--- src/rtl/core/bdrc_pkg.sv ---
`timescale 1ns / 1ps

package bdrc_pkg;

  localparam int OFFSET_BITS = 32;
  localparam int CNT_W       = OFFSET_BITS + 1;
  localparam int POS_W       = 32;
  localparam int LEN_W       = 33;
  localparam int TOT_W       = 33;
  localparam int SIM_W       = 15;
  localparam int NUM_W       = CNT_W + SIM_W;
  localparam int STEP_W      = $clog2(SIM_W);

  localparam logic [SIM_W-1:0] SIM_FULL = SIM_W'(25600);

  typedef enum logic [1:0] {
    KIND_MATCH,
    KIND_MISMATCH,
    KIND_DELETE,
    KIND_INSERT
  } kind_e;

  typedef enum logic [1:0] {
    REC_ENTRY,
    REC_BLOCK,
    REC_SUMMARY
  } rec_e;

  typedef enum logic [2:0] {
    ST_IDLE,
    ST_CLOSE,
    ST_ENTRY,
    ST_FLUSH,
    ST_DIV_START,
    ST_DIV,
    ST_SUM
  } state_e;

  typedef struct packed {
    logic [7:0] byte_a;
    logic       has_a;
    logic [7:0] byte_b;
    logic       has_b;
    logic       end_of_compare;
  } in_t;

  typedef struct packed {
    rec_e              record_type;
    logic [POS_W-1:0]  position;
    logic [LEN_W-1:0]  run_length;
    kind_e             diff_kind;
    logic [7:0]        out_byte_a;
    logic [7:0]        out_byte_b;
    logic [TOT_W-1:0]  match_total;
    logic [TOT_W-1:0]  mismatch_total;
    logic [TOT_W-1:0]  delete_total;
    logic [TOT_W-1:0]  insert_total;
    logic [SIM_W-1:0]  similarity_q8;
    logic              final_record;
  } out_t;

endpackage

--- src/rtl/core/bdrc_if.sv ---
`timescale 1ns / 1ps

interface bdrc_in_if;
  logic           valid;
  logic           ready;
  bdrc_pkg::in_t  data;

  modport source (output valid, output data, input ready);
  modport sink (input valid, input data, output ready);
endinterface

interface bdrc_out_if;
  logic           valid;
  logic           ready;
  bdrc_pkg::out_t data;

  modport source (output valid, output data, input ready);
  modport sink (input valid, input data, output ready);
endinterface

--- src/rtl/core/byte_diff_run_classifier.sv ---
// a byte pair without end passes the close and entry states, then its entry word is registered on the output
// the input is ready only in the idle state, so no new item is taken before the last one is through
// an end item flushes the open run and computes the similarity with the 15-step restoring divider
// an item with neither byte and no end passes the close and entry states and returns to ready
// reset (asynchronous, active low) clears the counters, the open run and the output valid
`timescale 1ns / 1ps

module byte_diff_run_classifier (
  input  logic               clk_i,
  input  logic               rst_ni,
  bdrc_in_if.sink            in_i,
  bdrc_out_if.source         out_o
);

  bdrc_pkg::state_e                state_q, state_d;

  logic [bdrc_pkg::CNT_W-1:0]      pos_q, pos_d;
  logic [bdrc_pkg::CNT_W-1:0]      match_q, match_d;
  logic [bdrc_pkg::CNT_W-1:0]      mism_q, mism_d;
  logic [bdrc_pkg::CNT_W-1:0]      del_q, del_d;
  logic [bdrc_pkg::CNT_W-1:0]      ins_q, ins_d;
  logic                            run_open_q, run_open_d;
  bdrc_pkg::kind_e                 run_kind_q, run_kind_d;
  logic [bdrc_pkg::POS_W-1:0]      run_start_q, run_start_d;
  logic [bdrc_pkg::LEN_W-1:0]      run_len_q, run_len_d;

  bdrc_pkg::kind_e                 it_kind_q, it_kind_d;
  logic [7:0]                      it_a_q, it_a_d;
  logic [7:0]                      it_b_q, it_b_d;
  logic                            it_act_q, it_act_d;
  logic                            it_end_q, it_end_d;
  logic [bdrc_pkg::SIM_W-1:0]      sim_q, sim_d;

  logic                            out_valid_q, out_valid_d;
  bdrc_pkg::out_t                  out_q, rec_d;
  logic                            emit;
  logic                            emit_ok;
  logic                            accept;

  logic                            div_start;
  logic [bdrc_pkg::NUM_W-1:0]      div_num;
  logic                            div_done;
  logic [bdrc_pkg::SIM_W-1:0]      div_quot;
  bdrc_pkg::out_t                  blk;
  bdrc_pkg::kind_e                 in_kind;

  assign accept  = in_i.valid && in_i.ready;
  assign emit_ok = !out_valid_q || out_o.ready;
  assign div_num = bdrc_pkg::NUM_W'(match_q) * bdrc_pkg::NUM_W'(bdrc_pkg::SIM_FULL);

  bdrc_div u_div (
    .clk_i   (clk_i),
    .rst_ni  (rst_ni),
    .start_i (div_start),
    .num_i   (div_num),
    .den_i   (pos_q),
    .done_o  (div_done),
    .quot_o  (div_quot)
  );

  always_comb begin
    if (in_i.data.has_a && in_i.data.has_b) begin
      in_kind = (in_i.data.byte_a == in_i.data.byte_b) ? bdrc_pkg::KIND_MATCH
                                                       : bdrc_pkg::KIND_MISMATCH;
    end else if (in_i.data.has_a) begin
      in_kind = bdrc_pkg::KIND_DELETE;
    end else begin
      in_kind = bdrc_pkg::KIND_INSERT;
    end
  end

  always_comb begin
    blk             = '0;
    blk.record_type = bdrc_pkg::REC_BLOCK;
    blk.position    = run_start_q;
    blk.run_length  = run_len_q;
    blk.diff_kind   = run_kind_q;
  end

  always_comb begin
    state_d     = state_q;
    pos_d       = pos_q;
    match_d     = match_q;
    mism_d      = mism_q;
    del_d       = del_q;
    ins_d       = ins_q;
    run_open_d  = run_open_q;
    run_kind_d  = run_kind_q;
    run_start_d = run_start_q;
    run_len_d   = run_len_q;
    it_kind_d   = it_kind_q;
    it_a_d      = it_a_q;
    it_b_d      = it_b_q;
    it_act_d    = it_act_q;
    it_end_d    = it_end_q;
    sim_d       = sim_q;
    rec_d       = '0;
    emit        = 1'b0;
    div_start   = 1'b0;

    case (state_q)
      bdrc_pkg::ST_IDLE: begin
        if (accept) begin
          it_kind_d = in_kind;
          it_a_d    = in_i.data.has_a ? in_i.data.byte_a : 8'd0;
          it_b_d    = in_i.data.has_b ? in_i.data.byte_b : 8'd0;
          it_act_d  = (in_i.data.has_a || in_i.data.has_b) && !pos_q[bdrc_pkg::OFFSET_BITS];
          it_end_d  = in_i.data.end_of_compare;
          state_d   = bdrc_pkg::ST_CLOSE;
        end
      end

      bdrc_pkg::ST_CLOSE: begin
        if (it_act_q && run_open_q && run_kind_q != it_kind_q
            && run_kind_q != bdrc_pkg::KIND_MATCH) begin
          if (emit_ok) begin
            emit    = 1'b1;
            rec_d   = blk;
            state_d = bdrc_pkg::ST_ENTRY;
          end
        end else begin
          state_d = bdrc_pkg::ST_ENTRY;
        end
      end

      bdrc_pkg::ST_ENTRY: begin
        if (!it_act_q || emit_ok) begin
          state_d = it_end_q ? bdrc_pkg::ST_FLUSH : bdrc_pkg::ST_IDLE;
        end
        if (it_act_q && emit_ok) begin
          emit               = 1'b1;
          rec_d.record_type  = bdrc_pkg::REC_ENTRY;
          rec_d.position     = bdrc_pkg::POS_W'(pos_q);
          rec_d.diff_kind    = it_kind_q;
          rec_d.out_byte_a   = it_a_q;
          rec_d.out_byte_b   = it_b_q;
          rec_d.final_record = !it_end_q;
          case (it_kind_q)
            bdrc_pkg::KIND_MATCH:    match_d = match_q + bdrc_pkg::CNT_W'(1);
            bdrc_pkg::KIND_MISMATCH: mism_d  = mism_q + bdrc_pkg::CNT_W'(1);
            bdrc_pkg::KIND_DELETE:   del_d   = del_q + bdrc_pkg::CNT_W'(1);
            default:                 ins_d   = ins_q + bdrc_pkg::CNT_W'(1);
          endcase
          if (run_open_q && run_kind_q == it_kind_q) begin
            run_len_d = run_len_q + bdrc_pkg::LEN_W'(1);
          end else begin
            run_open_d  = 1'b1;
            run_kind_d  = it_kind_q;
            run_start_d = bdrc_pkg::POS_W'(pos_q);
            run_len_d   = bdrc_pkg::LEN_W'(1);
          end
          pos_d = pos_q + bdrc_pkg::CNT_W'(1);
        end
      end

      bdrc_pkg::ST_FLUSH: begin
        if (run_open_q && run_kind_q != bdrc_pkg::KIND_MATCH) begin
          if (emit_ok) begin
            emit    = 1'b1;
            rec_d   = blk;
            state_d = bdrc_pkg::ST_DIV_START;
          end
        end else begin
          state_d = bdrc_pkg::ST_DIV_START;
        end
      end

      bdrc_pkg::ST_DIV_START: begin
        if (pos_q == '0) begin
          sim_d   = bdrc_pkg::SIM_FULL;
          state_d = bdrc_pkg::ST_SUM;
        end else begin
          div_start = 1'b1;
          state_d   = bdrc_pkg::ST_DIV;
        end
      end

      bdrc_pkg::ST_DIV: begin
        if (div_done) begin
          sim_d   = div_quot;
          state_d = bdrc_pkg::ST_SUM;
        end
      end

      bdrc_pkg::ST_SUM: begin
        if (emit_ok) begin
          emit                 = 1'b1;
          rec_d.record_type    = bdrc_pkg::REC_SUMMARY;
          rec_d.match_total    = bdrc_pkg::TOT_W'(match_q);
          rec_d.mismatch_total = bdrc_pkg::TOT_W'(mism_q);
          rec_d.delete_total   = bdrc_pkg::TOT_W'(del_q);
          rec_d.insert_total   = bdrc_pkg::TOT_W'(ins_q);
          rec_d.similarity_q8  = sim_q;
          rec_d.final_record   = 1'b1;
          pos_d                = '0;
          match_d              = '0;
          mism_d               = '0;
          del_d                = '0;
          ins_d                = '0;
          run_open_d           = 1'b0;
          run_kind_d           = bdrc_pkg::KIND_MATCH;
          run_start_d          = '0;
          run_len_d            = '0;
          state_d              = bdrc_pkg::ST_IDLE;
        end
      end

      default: begin
        state_d = bdrc_pkg::ST_IDLE;
      end
    endcase
  end

  always_comb begin
    if (emit) begin
      out_valid_d = 1'b1;
    end else if (out_o.ready) begin
      out_valid_d = 1'b0;
    end else begin
      out_valid_d = out_valid_q;
    end
  end

  always_ff @(posedge clk_i or negedge rst_ni) begin
    if (!rst_ni) begin
      state_q     <= bdrc_pkg::ST_IDLE;
      pos_q       <= '0;
      match_q     <= '0;
      mism_q      <= '0;
      del_q       <= '0;
      ins_q       <= '0;
      run_open_q  <= 1'b0;
      run_kind_q  <= bdrc_pkg::KIND_MATCH;
      run_start_q <= '0;
      run_len_q   <= '0;
      out_valid_q <= 1'b0;
    end else begin
      state_q     <= state_d;
      pos_q       <= pos_d;
      match_q     <= match_d;
      mism_q      <= mism_d;
      del_q       <= del_d;
      ins_q       <= ins_d;
      run_open_q  <= run_open_d;
      run_kind_q  <= run_kind_d;
      run_start_q <= run_start_d;
      run_len_q   <= run_len_d;
      out_valid_q <= out_valid_d;
    end
  end

  always_ff @(posedge clk_i) begin
    it_kind_q <= it_kind_d;
    it_a_q    <= it_a_d;
    it_b_q    <= it_b_d;
    it_act_q  <= it_act_d;
    it_end_q  <= it_end_d;
    sim_q     <= sim_d;
    if (emit) begin
      out_q <= rec_d;
    end
  end

  assign in_i.ready  = (state_q == bdrc_pkg::ST_IDLE);
  assign out_o.valid = out_valid_q;
  assign out_o.data  = out_q;

`ifndef SYNTHESIS
  a_summary_final: assert property (@(posedge clk_i) disable iff (!rst_ni)
    out_valid_q && out_q.record_type == bdrc_pkg::REC_SUMMARY |-> out_q.final_record)
    else $error("summary word without final flag");

  a_block_not_match: assert property (@(posedge clk_i) disable iff (!rst_ni)
    out_valid_q && out_q.record_type == bdrc_pkg::REC_BLOCK
    |-> out_q.diff_kind != bdrc_pkg::KIND_MATCH && !out_q.final_record)
    else $error("block word with match kind or final flag");

  a_counts_sum: assert property (@(posedge clk_i) disable iff (!rst_ni)
    (bdrc_pkg::CNT_W+2)'(match_q) + (bdrc_pkg::CNT_W+2)'(mism_q)
    + (bdrc_pkg::CNT_W+2)'(del_q) + (bdrc_pkg::CNT_W+2)'(ins_q)
    == (bdrc_pkg::CNT_W+2)'(pos_q))
    else $error("class counts do not add up to position count");

  a_div_done_state: assert property (@(posedge clk_i) disable iff (!rst_ni)
    div_done |-> state_q == bdrc_pkg::ST_DIV)
    else $error("divider finished outside the divide state");

  a_run_len_nonzero: assert property (@(posedge clk_i) disable iff (!rst_ni)
    run_open_q |-> run_len_q != '0)
    else $error("open run with zero length");
`endif

endmodule

--- src/rtl/core/bdrc_div.sv ---
`timescale 1ns / 1ps

module bdrc_div (
  input  logic                           clk_i,
  input  logic                           rst_ni,
  input  logic                           start_i,
  input  logic [bdrc_pkg::NUM_W-1:0]     num_i,
  input  logic [bdrc_pkg::CNT_W-1:0]     den_i,
  output logic                           done_o,
  output logic [bdrc_pkg::SIM_W-1:0]     quot_o
);

  logic                            busy_q, busy_d;
  logic                            done_q, done_d;
  logic [bdrc_pkg::STEP_W-1:0]     step_q, step_d;
  logic [bdrc_pkg::NUM_W-1:0]      rem_q, rem_d;
  logic [bdrc_pkg::NUM_W-2:0]      dsh_q, dsh_d;
  logic [bdrc_pkg::SIM_W-1:0]      quot_q, quot_d;
  logic                            ge;
  logic [bdrc_pkg::NUM_W-1:0]      diff;

  // one restoring step per cycle, divisor pre-shifted to the top quotient bit
  assign ge   = rem_q >= bdrc_pkg::NUM_W'(dsh_q);
  assign diff = rem_q - bdrc_pkg::NUM_W'(dsh_q);

  always_comb begin
    busy_d = busy_q;
    done_d = 1'b0;
    step_d = step_q;
    rem_d  = rem_q;
    dsh_d  = dsh_q;
    quot_d = quot_q;
    if (start_i) begin
      busy_d = 1'b1;
      step_d = '0;
      rem_d  = num_i;
      dsh_d  = {den_i, {(bdrc_pkg::SIM_W-1){1'b0}}};
    end else if (busy_q) begin
      if (ge) begin
        rem_d = diff;
      end
      quot_d = {quot_q[bdrc_pkg::SIM_W-2:0], ge};
      dsh_d  = dsh_q >> 1;
      if (step_q == bdrc_pkg::STEP_W'(bdrc_pkg::SIM_W-1)) begin
        busy_d = 1'b0;
        done_d = 1'b1;
      end else begin
        step_d = step_q + bdrc_pkg::STEP_W'(1);
      end
    end
  end

  always_ff @(posedge clk_i or negedge rst_ni) begin
    if (!rst_ni) begin
      busy_q <= 1'b0;
      done_q <= 1'b0;
      step_q <= '0;
    end else begin
      busy_q <= busy_d;
      done_q <= done_d;
      step_q <= step_d;
    end
  end

  always_ff @(posedge clk_i) begin
    rem_q  <= rem_d;
    dsh_q  <= dsh_d;
    quot_q <= quot_d;
  end

  assign done_o = done_q;
  assign quot_o = quot_q;

endmodule

--- src/flat_wrapper.sv ---
// flat-port wrapper written by rule: the top's interface ports become plain ports
module byte_diff_run_classifier_flat 
  (clk_i, rst_ni, in_i_valid, in_i_data, in_i_ready, out_o_valid, out_o_data, out_o_ready);
  bdrc_in_if in_i_i ();
  bdrc_out_if out_o_i ();
  input  logic clk_i;
  input  logic rst_ni;
  input wire logic [$bits(in_i_i.valid)-1:0] in_i_valid;
  input wire logic [$bits(in_i_i.data)-1:0] in_i_data;
  output wire logic [$bits(in_i_i.ready)-1:0] in_i_ready;
  output wire logic [$bits(out_o_i.valid)-1:0] out_o_valid;
  output wire logic [$bits(out_o_i.data)-1:0] out_o_data;
  input wire logic [$bits(out_o_i.ready)-1:0] out_o_ready;
  assign in_i_i.valid = in_i_valid;
  assign in_i_i.data = in_i_data;
  assign in_i_ready = in_i_i.ready;
  assign out_o_valid = out_o_i.valid;
  assign out_o_data = out_o_i.data;
  assign out_o_i.ready = out_o_ready;
  byte_diff_run_classifier u_core (.clk_i(clk_i), .rst_ni(rst_ni), .in_i(in_i_i), .out_o(out_o_i));
endmodule
--- config.mk ---
export PLATFORM = sky130hd
export DESIGN_NAME = byte_diff_run_classifier_flat
export DESIGN_NICKNAME = d
export VERILOG_FILES = /design/src/rtl/core/bdrc_pkg.sv /design/src/rtl/core/bdrc_if.sv /design/src/rtl/core/byte_diff_run_classifier.sv /design/src/rtl/core/bdrc_div.sv /design/src/flat_wrapper.sv
export SDC_FILE = /design/constraint.sdc
export NUM_CORES = 1
export LEC_CHECK = 0
export ABC_CLOCK_PERIOD_IN_PS = 23600
export BUFFER_PORTS_ARGS = -buffer_cell sky130_fd_sc_hd__buf_2
export CAP_MARGIN = 0
export CORE_MARGIN = 2
export CORE_UTILIZATION = 38
export CTS_CLUSTER_DIAMETER = 30
export DETAILED_ROUTE_END_ITERATION = 7
export GPL_ROUTABILITY_DRIVEN = 0
export GPL_TIMING_DRIVEN = 0
export SLEW_MARGIN = 20
export SYNTH_ARGS = -nofsm -noshare
export SYNTH_HDL_FRONTEND = slang
export SYNTH_HIERARCHICAL = 1
export SYNTH_SLANG_ARGS = --single-unit
--- constraint.sdc ---
create_clock -name clk_i -period 23.6 [get_ports clk_i]
set_clock_uncertainty 0.1 [all_clocks]
set_input_delay 2.36 -clock clk_i [delete_from_list [all_inputs] [get_ports clk_i]]
set_output_delay 2.36 -clock clk_i [all_outputs]
set_load 0.02 [all_outputs]
* Word-level counts from Yosys, hierarchy flattened *
Index checks and enable logic that the tools add are counted.

operators by class
  add/subtract/negate cells = 8
  $mul = 1
  div/mod/pow operators = 0
  order comparisons = 1
  eq/ne operators = 26
  shift operators = 0
  muxes and demuxes = 84
  bitwise logic cells = 1
  reduce and logical (&&, ||, !) cells = 39

operator list
  kind                                                count
  2-to-1 mux 232 bit                                  2
  one-hot mux 33 bit (2 select lines)                 7
  one-hot mux 147 bit (3 select lines)                1
  2-to-1 mux 33 bit                                   12
  2-to-1 mux 233 bit                                  1
  adder 33 x 1 -> 33 bit, second input constant       6
  2-to-1 mux 148 bit                                  1
  2-to-1 mux 48 bit                                   3
  2-to-1 mux 32 bit                                   4
  one-hot mux 32 bit (3 select lines)                 1
  2-to-1 mux 47 bit                                   2
  one-hot mux 32 bit (2 select lines)                 1
  one-hot mux 18 bit (3 select lines)                 1
  greater-or-equal comparator 48 x 47 -> 1 bit        1
  subtractor 48 x 47 -> 48 bit                        1
  multiplier 33 x 5 -> 38 bit, second input constant  1
  zero test 33 bit                                    1
  2-to-1 mux 15 bit                                   2
  one-hot mux 15 bit (2 select lines)                 1
  2-to-1 mux 3 bit                                    8
  one-hot mux 3 bit (7 select lines)                  1
  2-to-1 mux 1 bit                                    20
  AND reduction 4 bit                                 5
  2-to-1 mux 18 bit                                   1
  other kinds (30)                                    76

storage, ports and cells
  flip-flop bits (word level) = 621
  bits in latches = 0
  memory bits (writable) = 0
  bits in read-only memories = 0
  input port bits = 23
  logic and storage cells = 197
  memories = 0

* Logic depth before layout (Yosys ltp) *
  word-level depth = 6
  mapped depth = 17

* Cells and area by module *
The synthesis kept the hierarchy.

modules (own cells, without submodules)
  module                    instances  cells each  area each (sq um)  seq. area each (sq um)
  byte_diff_run_classifier  1          2225        24897.6            13978.4
  bdrc_div                  1          813         7524.7             3313.2

* Worst setup path after synthesis *
No wires, ideal clock.

  kind = input to register
  start = input port out_o_ready
  end = register u_core.out_q, in the netlist u_core/out_o.data[0] (enable)
  arrival = 12299 ps
  data required time = 22670 ps
  slack = 10370 ps
  stages = 3
  path through = nor2b_1 -> buf_2 -> nor2_1

between the ends
  cells in the longest elaborated chain, start to end = 4

ends and longest elaborated chain
  element                                                       line                                                                                               source
  start: declaration                                            flat_wrapper.sv:13                                                                                 input wire logic [$bits(out_o_i.ready)-1:0] out_o_ready;
  logical OR 1 bit (*)                                          byte_diff_run_classifier.sv:48                                                                     assign emit_ok = !out_valid_q || out_o.ready;
  2-to-1 mux 1 bit / logical AND 1 bit (equally long branches)  --
  2-to-1 mux 1 bit (on tied branches)                           byte_diff_run_classifier.sv:157, byte_diff_run_classifier.sv:114, byte_diff_run_classifier.sv:130
  one-hot mux 1 bit (4 select lines) (*)                        byte_diff_run_classifier.sv:101                                                                    case (state_q)
  net u_core.emit                                               byte_diff_run_classifier.sv:36                                                                     logic emit;
  end signal: assignment                                        byte_diff_run_classifier.sv:260                                                                    out_q <= rec_d;
  end: declaration                                              byte_diff_run_classifier.sv:35                                                                     bdrc_pkg::out_t out_q, rec_d;

Mark *: on every way through the listed nets, which the timed path passes. The rest lies on a longest branch.
A chain may end at the register's enable or synchronous reset.

* Worst setup path after layout *
  start = register u_core/pos_q[0] (netlist bit)
  end = register u_core/u_div/rem_q[18] (netlist bit) (enable)

between the ends
  cells in the longest elaborated chain, start to end = 5

ends and longest elaborated chain
  element                            line                             source
  start: declaration                 byte_diff_run_classifier.sv:17   logic [bdrc_pkg::CNT_W-1:0] pos_q, pos_d;
  start signal: assignment           byte_diff_run_classifier.sv:239  pos_q <= pos_d;
  zero test 33 bit (*)               byte_diff_run_classifier.sv:169  if (pos_q == '0) begin
  2-to-1 mux 1 bit (*)               byte_diff_run_classifier.sv:169
  2-to-1 mux 1 bit (*)               byte_diff_run_classifier.sv:101
  net u_core.div_start               byte_diff_run_classifier.sv:40   logic div_start;
  nonzero test 2 bit (no line)       --
  AND reduction 2 bit (no line) (*)  --
  end signal: assignment             bdrc_div.sv:66                   rem_q <= rem_d;
  end: declaration                   bdrc_div.sv:16                   logic [bdrc_pkg::NUM_W-1:0] rem_q, rem_d;

Marks and branches as above.

==> results by group <==
Status
  • Status: complete, no violations

Detailed routing
  • Iteration-0 DRC Markers: around 1600
  • Final wirelength: 87600 um
  • Vias per cell: 5.15
  • Antenna-violating nets left: 0
  • 1st-pass router iterations: 6
  • Drt wl/cell: 18.5 um
  • Vias post-DR: 24300
  • DRC Markers: 0

Critical path
  • Slowest cell delay on critical path: 790 ps
  • CP endpoint kind: register
  • Reg2reg end: u_core/u_div/rem_q[18]$_DFFE_PP_
  • Crit path to: u_core/u_div/rem_q[18]$_DFFE_PP_
  • Reg-to-Reg Start: u_core/pos_q[0]$_DFFE_PN0P_
  • R2r setup slk: 17890 ps
  • Reg2reg path depth: 15
  • Crit Path Class: reg2reg
  • CP max stage cell: or2_2
  • Crit path DAT: approximately 6000 ps
  • CP Depth: 15
  • Worst path bufs/invs: 7
  • Crit-path most repeated cell: clkbuf_1
  • Worst Setup SP: u_core/pos_q[0]$_DFFE_PN0P_
  • CP Max Fanout: 34
  • CP Launch Type: register
  • CP delay by family, top: buffers and inverters
  • Crit-path cells: clkbuf_1, inv_1, ha_1, nor4b_1, nand4_1, nor2_1, nor3_1, clkbuf_1, clkbuf_1, or2_2, o41ai_1, a41oi_4, buf_16, buf_8, buf_16
  • Worst path required time: 23900 ps

Die
  • Initial Utilization: 0.382
  • DIE AREA: 0.0877 mm^2
  • Die W: between 200 and 300 um
  • CORE AREA: around 0.085 mm^2
  • IO Count: 258
  • Cell Rows: 107
  • Die H: 296 um

Timing
  • Period utilisation layout: 0.242
  • Count of final setup violators: 0
  • Max Freq: 175 MHz
  • Slew @ Worst Pin: 1130 ps
  • Worst slew margin: 0.248
  • Hold WS: about 340 ps
  • Hold Fails Final Rpt: 0
  • Final Max Slew Viols: 0
  • Unrepaired setup endpoints after global routing: false
  • Final Critical Period: 5710 ps
  • Setup TNS: 0 ps
  • Fin worst setup slack: 17890 ps

Placed design
  • Pre-CTS setup slack: 17920 ps
  • Port Buffers: 257
  • Dpl hpwl: about 65000 um
  • Area after DPL: around 0.036 mm^2
  • Placed cell count: 4463

Global route
  • Total grt overflow: 0
  • Vias in the first global route: approximately 24000
  • Tot GR Track Use: 0.199
  • Largest net degree at the start of global routing: 92
  • First-pass GRT wire length: 135000 um
  • Initial antenna violation count: 1

CTS
  • Post-CTS setup buffer count: 0
  • Clk_lat worst skew: 710 ps
  • CTS Buffer Depth: 3
  • CTS tree: built
  • Post-CTS sizing: 0
  • CTS buffer count: 140
  • H-tree lvl count: 4
  • Sink Count: 621
  • Clk slew on worst S/H paths: 50 ps
  • # hold bufs at CTS: 0
  • Root buffer cell: clkbuf_16

Synthesis
  • Synth Flop Type: edfxtp_1
  • YS warnings: 6
  • Post-synthesis average cell area: between 10 and 15 um^2
  • Cells after Synth: 3038
  • Mapped cell area: 0.0324 mm^2
  • Post-synth cell types: 84
  • Count leader, synth: edfxtp_1
  • Synth cell count leaders: edfxtp_1 (364), nor2_1 (278), dfrtp_1 (243), nand2_1 (233), inv_1 (222)
  • Async SR Flop Fraction: 0.391
  • Post-synthesis sequential area ratio: 0.533
  • Synth top area share: 0.337
  • Yosys reg bits: 621
  • Number of flops mapped to enable cells by yosys: 364
  • Top cells by area, synth: edfxtp_1 (34%), dfrtp_1 (19%), ha_1 (6.1%), nor2_1 (3.2%), xnor2_1 (3.2%)
  • Area leader, netlist: edfxtp_1

Pwr
  • Cell Pwr Density: 142 mW/mm^2
  • Leak: 17.8 nW
  • Final Power: 5.73 mW
  • Worst VDD drop: 0.0000882 V

Finish
  • Nets: 3671
  • Layout cells sized above 1: 0.152
  • Area delta synth->final: 24.4%
  • Diodes inserted: 0
  • Final Core Density: 0.475
  • Finished Layout Cells: 4722
  • Post-route cell area: 0.0403 mm^2

Job
  • Max Cap Viol: 0

Min path
  • Hold crit path type: reg2reg
==> state kept, by name (all words and copies together), names as in the netlist, 3 cells and up <==
name / flops
u_core/u_div/dsh_q: 47
u_core/out_o.data: 233
u_core/u_div/step_q: 4
u_core/pos_q: 33
u_core/sim_q: 15
u_core/ins_q: 33
u_core/run_len_q: 33
u_core/u_div/quot_o: 15
u_core/u_div/rem_q: 48
u_core/it_b_q: 8
u_core/match_q: 33
u_core/state_q: 3
u_core/run_start_q: 32
u_core/del_q: 33
u_core/it_a_q: 8
u_core/mism_q: 33
==> area by class of cell <==
class                           instances  area (um^2)
Clock buffer                          181         3850
Timing Repair Buffer                  272         1650
Multi-Input combinational cell       2054        13800
Clock inverter                         78          923
Fill cell                            7888        44500
Inverter                              224          841
Sequential cell                       621        17300
Tap cell                             1144         1430
Buffer                                148          583
==> power by group <==
part           leakage (nW)  internal (mW)  total (mW)  switching (mW)
sequential             6.97           1.58        1.73           0.145
combinational          8.48          0.714        2.07            1.36
clock                  2.33           1.31        1.93           0.627
==> worst min-delay path by stage <==
stage | to | depth (start not counted) | from | slack [ps]
after floorplan | u_core/u_div/quot_o[10]$_DFFE_PP_ | 0 | u_core/u_div/quot_o[9]$_DFFE_PP_ | 320
after global placement | u_core/u_div/quot_o[8]$_DFFE_PP_ | 0 | u_core/u_div/quot_o[7]$_DFFE_PP_ | 330
after detailed placement | u_core/u_div/quot_o[9]$_DFFE_PP_ | 0 | u_core/u_div/quot_o[8]$_DFFE_PP_ | 330
after CTS | u_core/u_div/quot_o[8]$_DFFE_PP_ | 0 | u_core/u_div/quot_o[7]$_DFFE_PP_ | 340
after global routing | u_core/u_div/quot_o[8]$_DFFE_PP_ | 0 | u_core/u_div/quot_o[7]$_DFFE_PP_ | 360
final | u_core/u_div/quot_o[9]$_DFFE_PP_ | 0 | u_core/u_div/quot_o[8]$_DFFE_PP_ | 340
==> worst reg2reg max path: cells and delay by family, from the launching register on <==
family	cells	cell delay, ps
AO/OA/AOI/OAI	2	790
flip-flops	1	400
adder cells (fa/ha/maj)	1	200
buffers and inverters	7	2140
AND/OR/NAND/NOR	5	1780
==> logic make-up after synthesis <==
family | Yosys count | synth area share
XOR/XNOR | 232 | 0.0627
AO/OA/AOI/OAI | 537 | 0.110
other | 1 | 0.000116
adder cells (fa/ha/maj) | 187 | 0.0789
buffers and inverters | 372 | 0.0439
AND/OR/NAND/NOR | 1067 | 0.165
multiplexers | 21 | 0.00656
flip-flops | 621 | 0.533
==> per-layer routing <==
layer	wire length [um]	GRT usage
met2	42300	0.330
met4	1810	0.0647
met1	38300	0.261
met5	7	0
met3	5160	0.0381
==> cells in the final DEF, fill, tap and decap left out, drive strengths merged, types with 89 or more instances in the layout <==
cell type	Yosys	layout
inv	223	237
edfxtp	364	364
and3	152	152
o21ai	147	147
nand3	95	95
ha	158	158
nand2	234	234
dfrtp	243	243
nor2	278	278
and2	89	89
buf	19	291
xor2	115	115
a21oi	140	140
clkbuf	129	310
xnor2	117	117
Power figures use the tool's default switching activity.
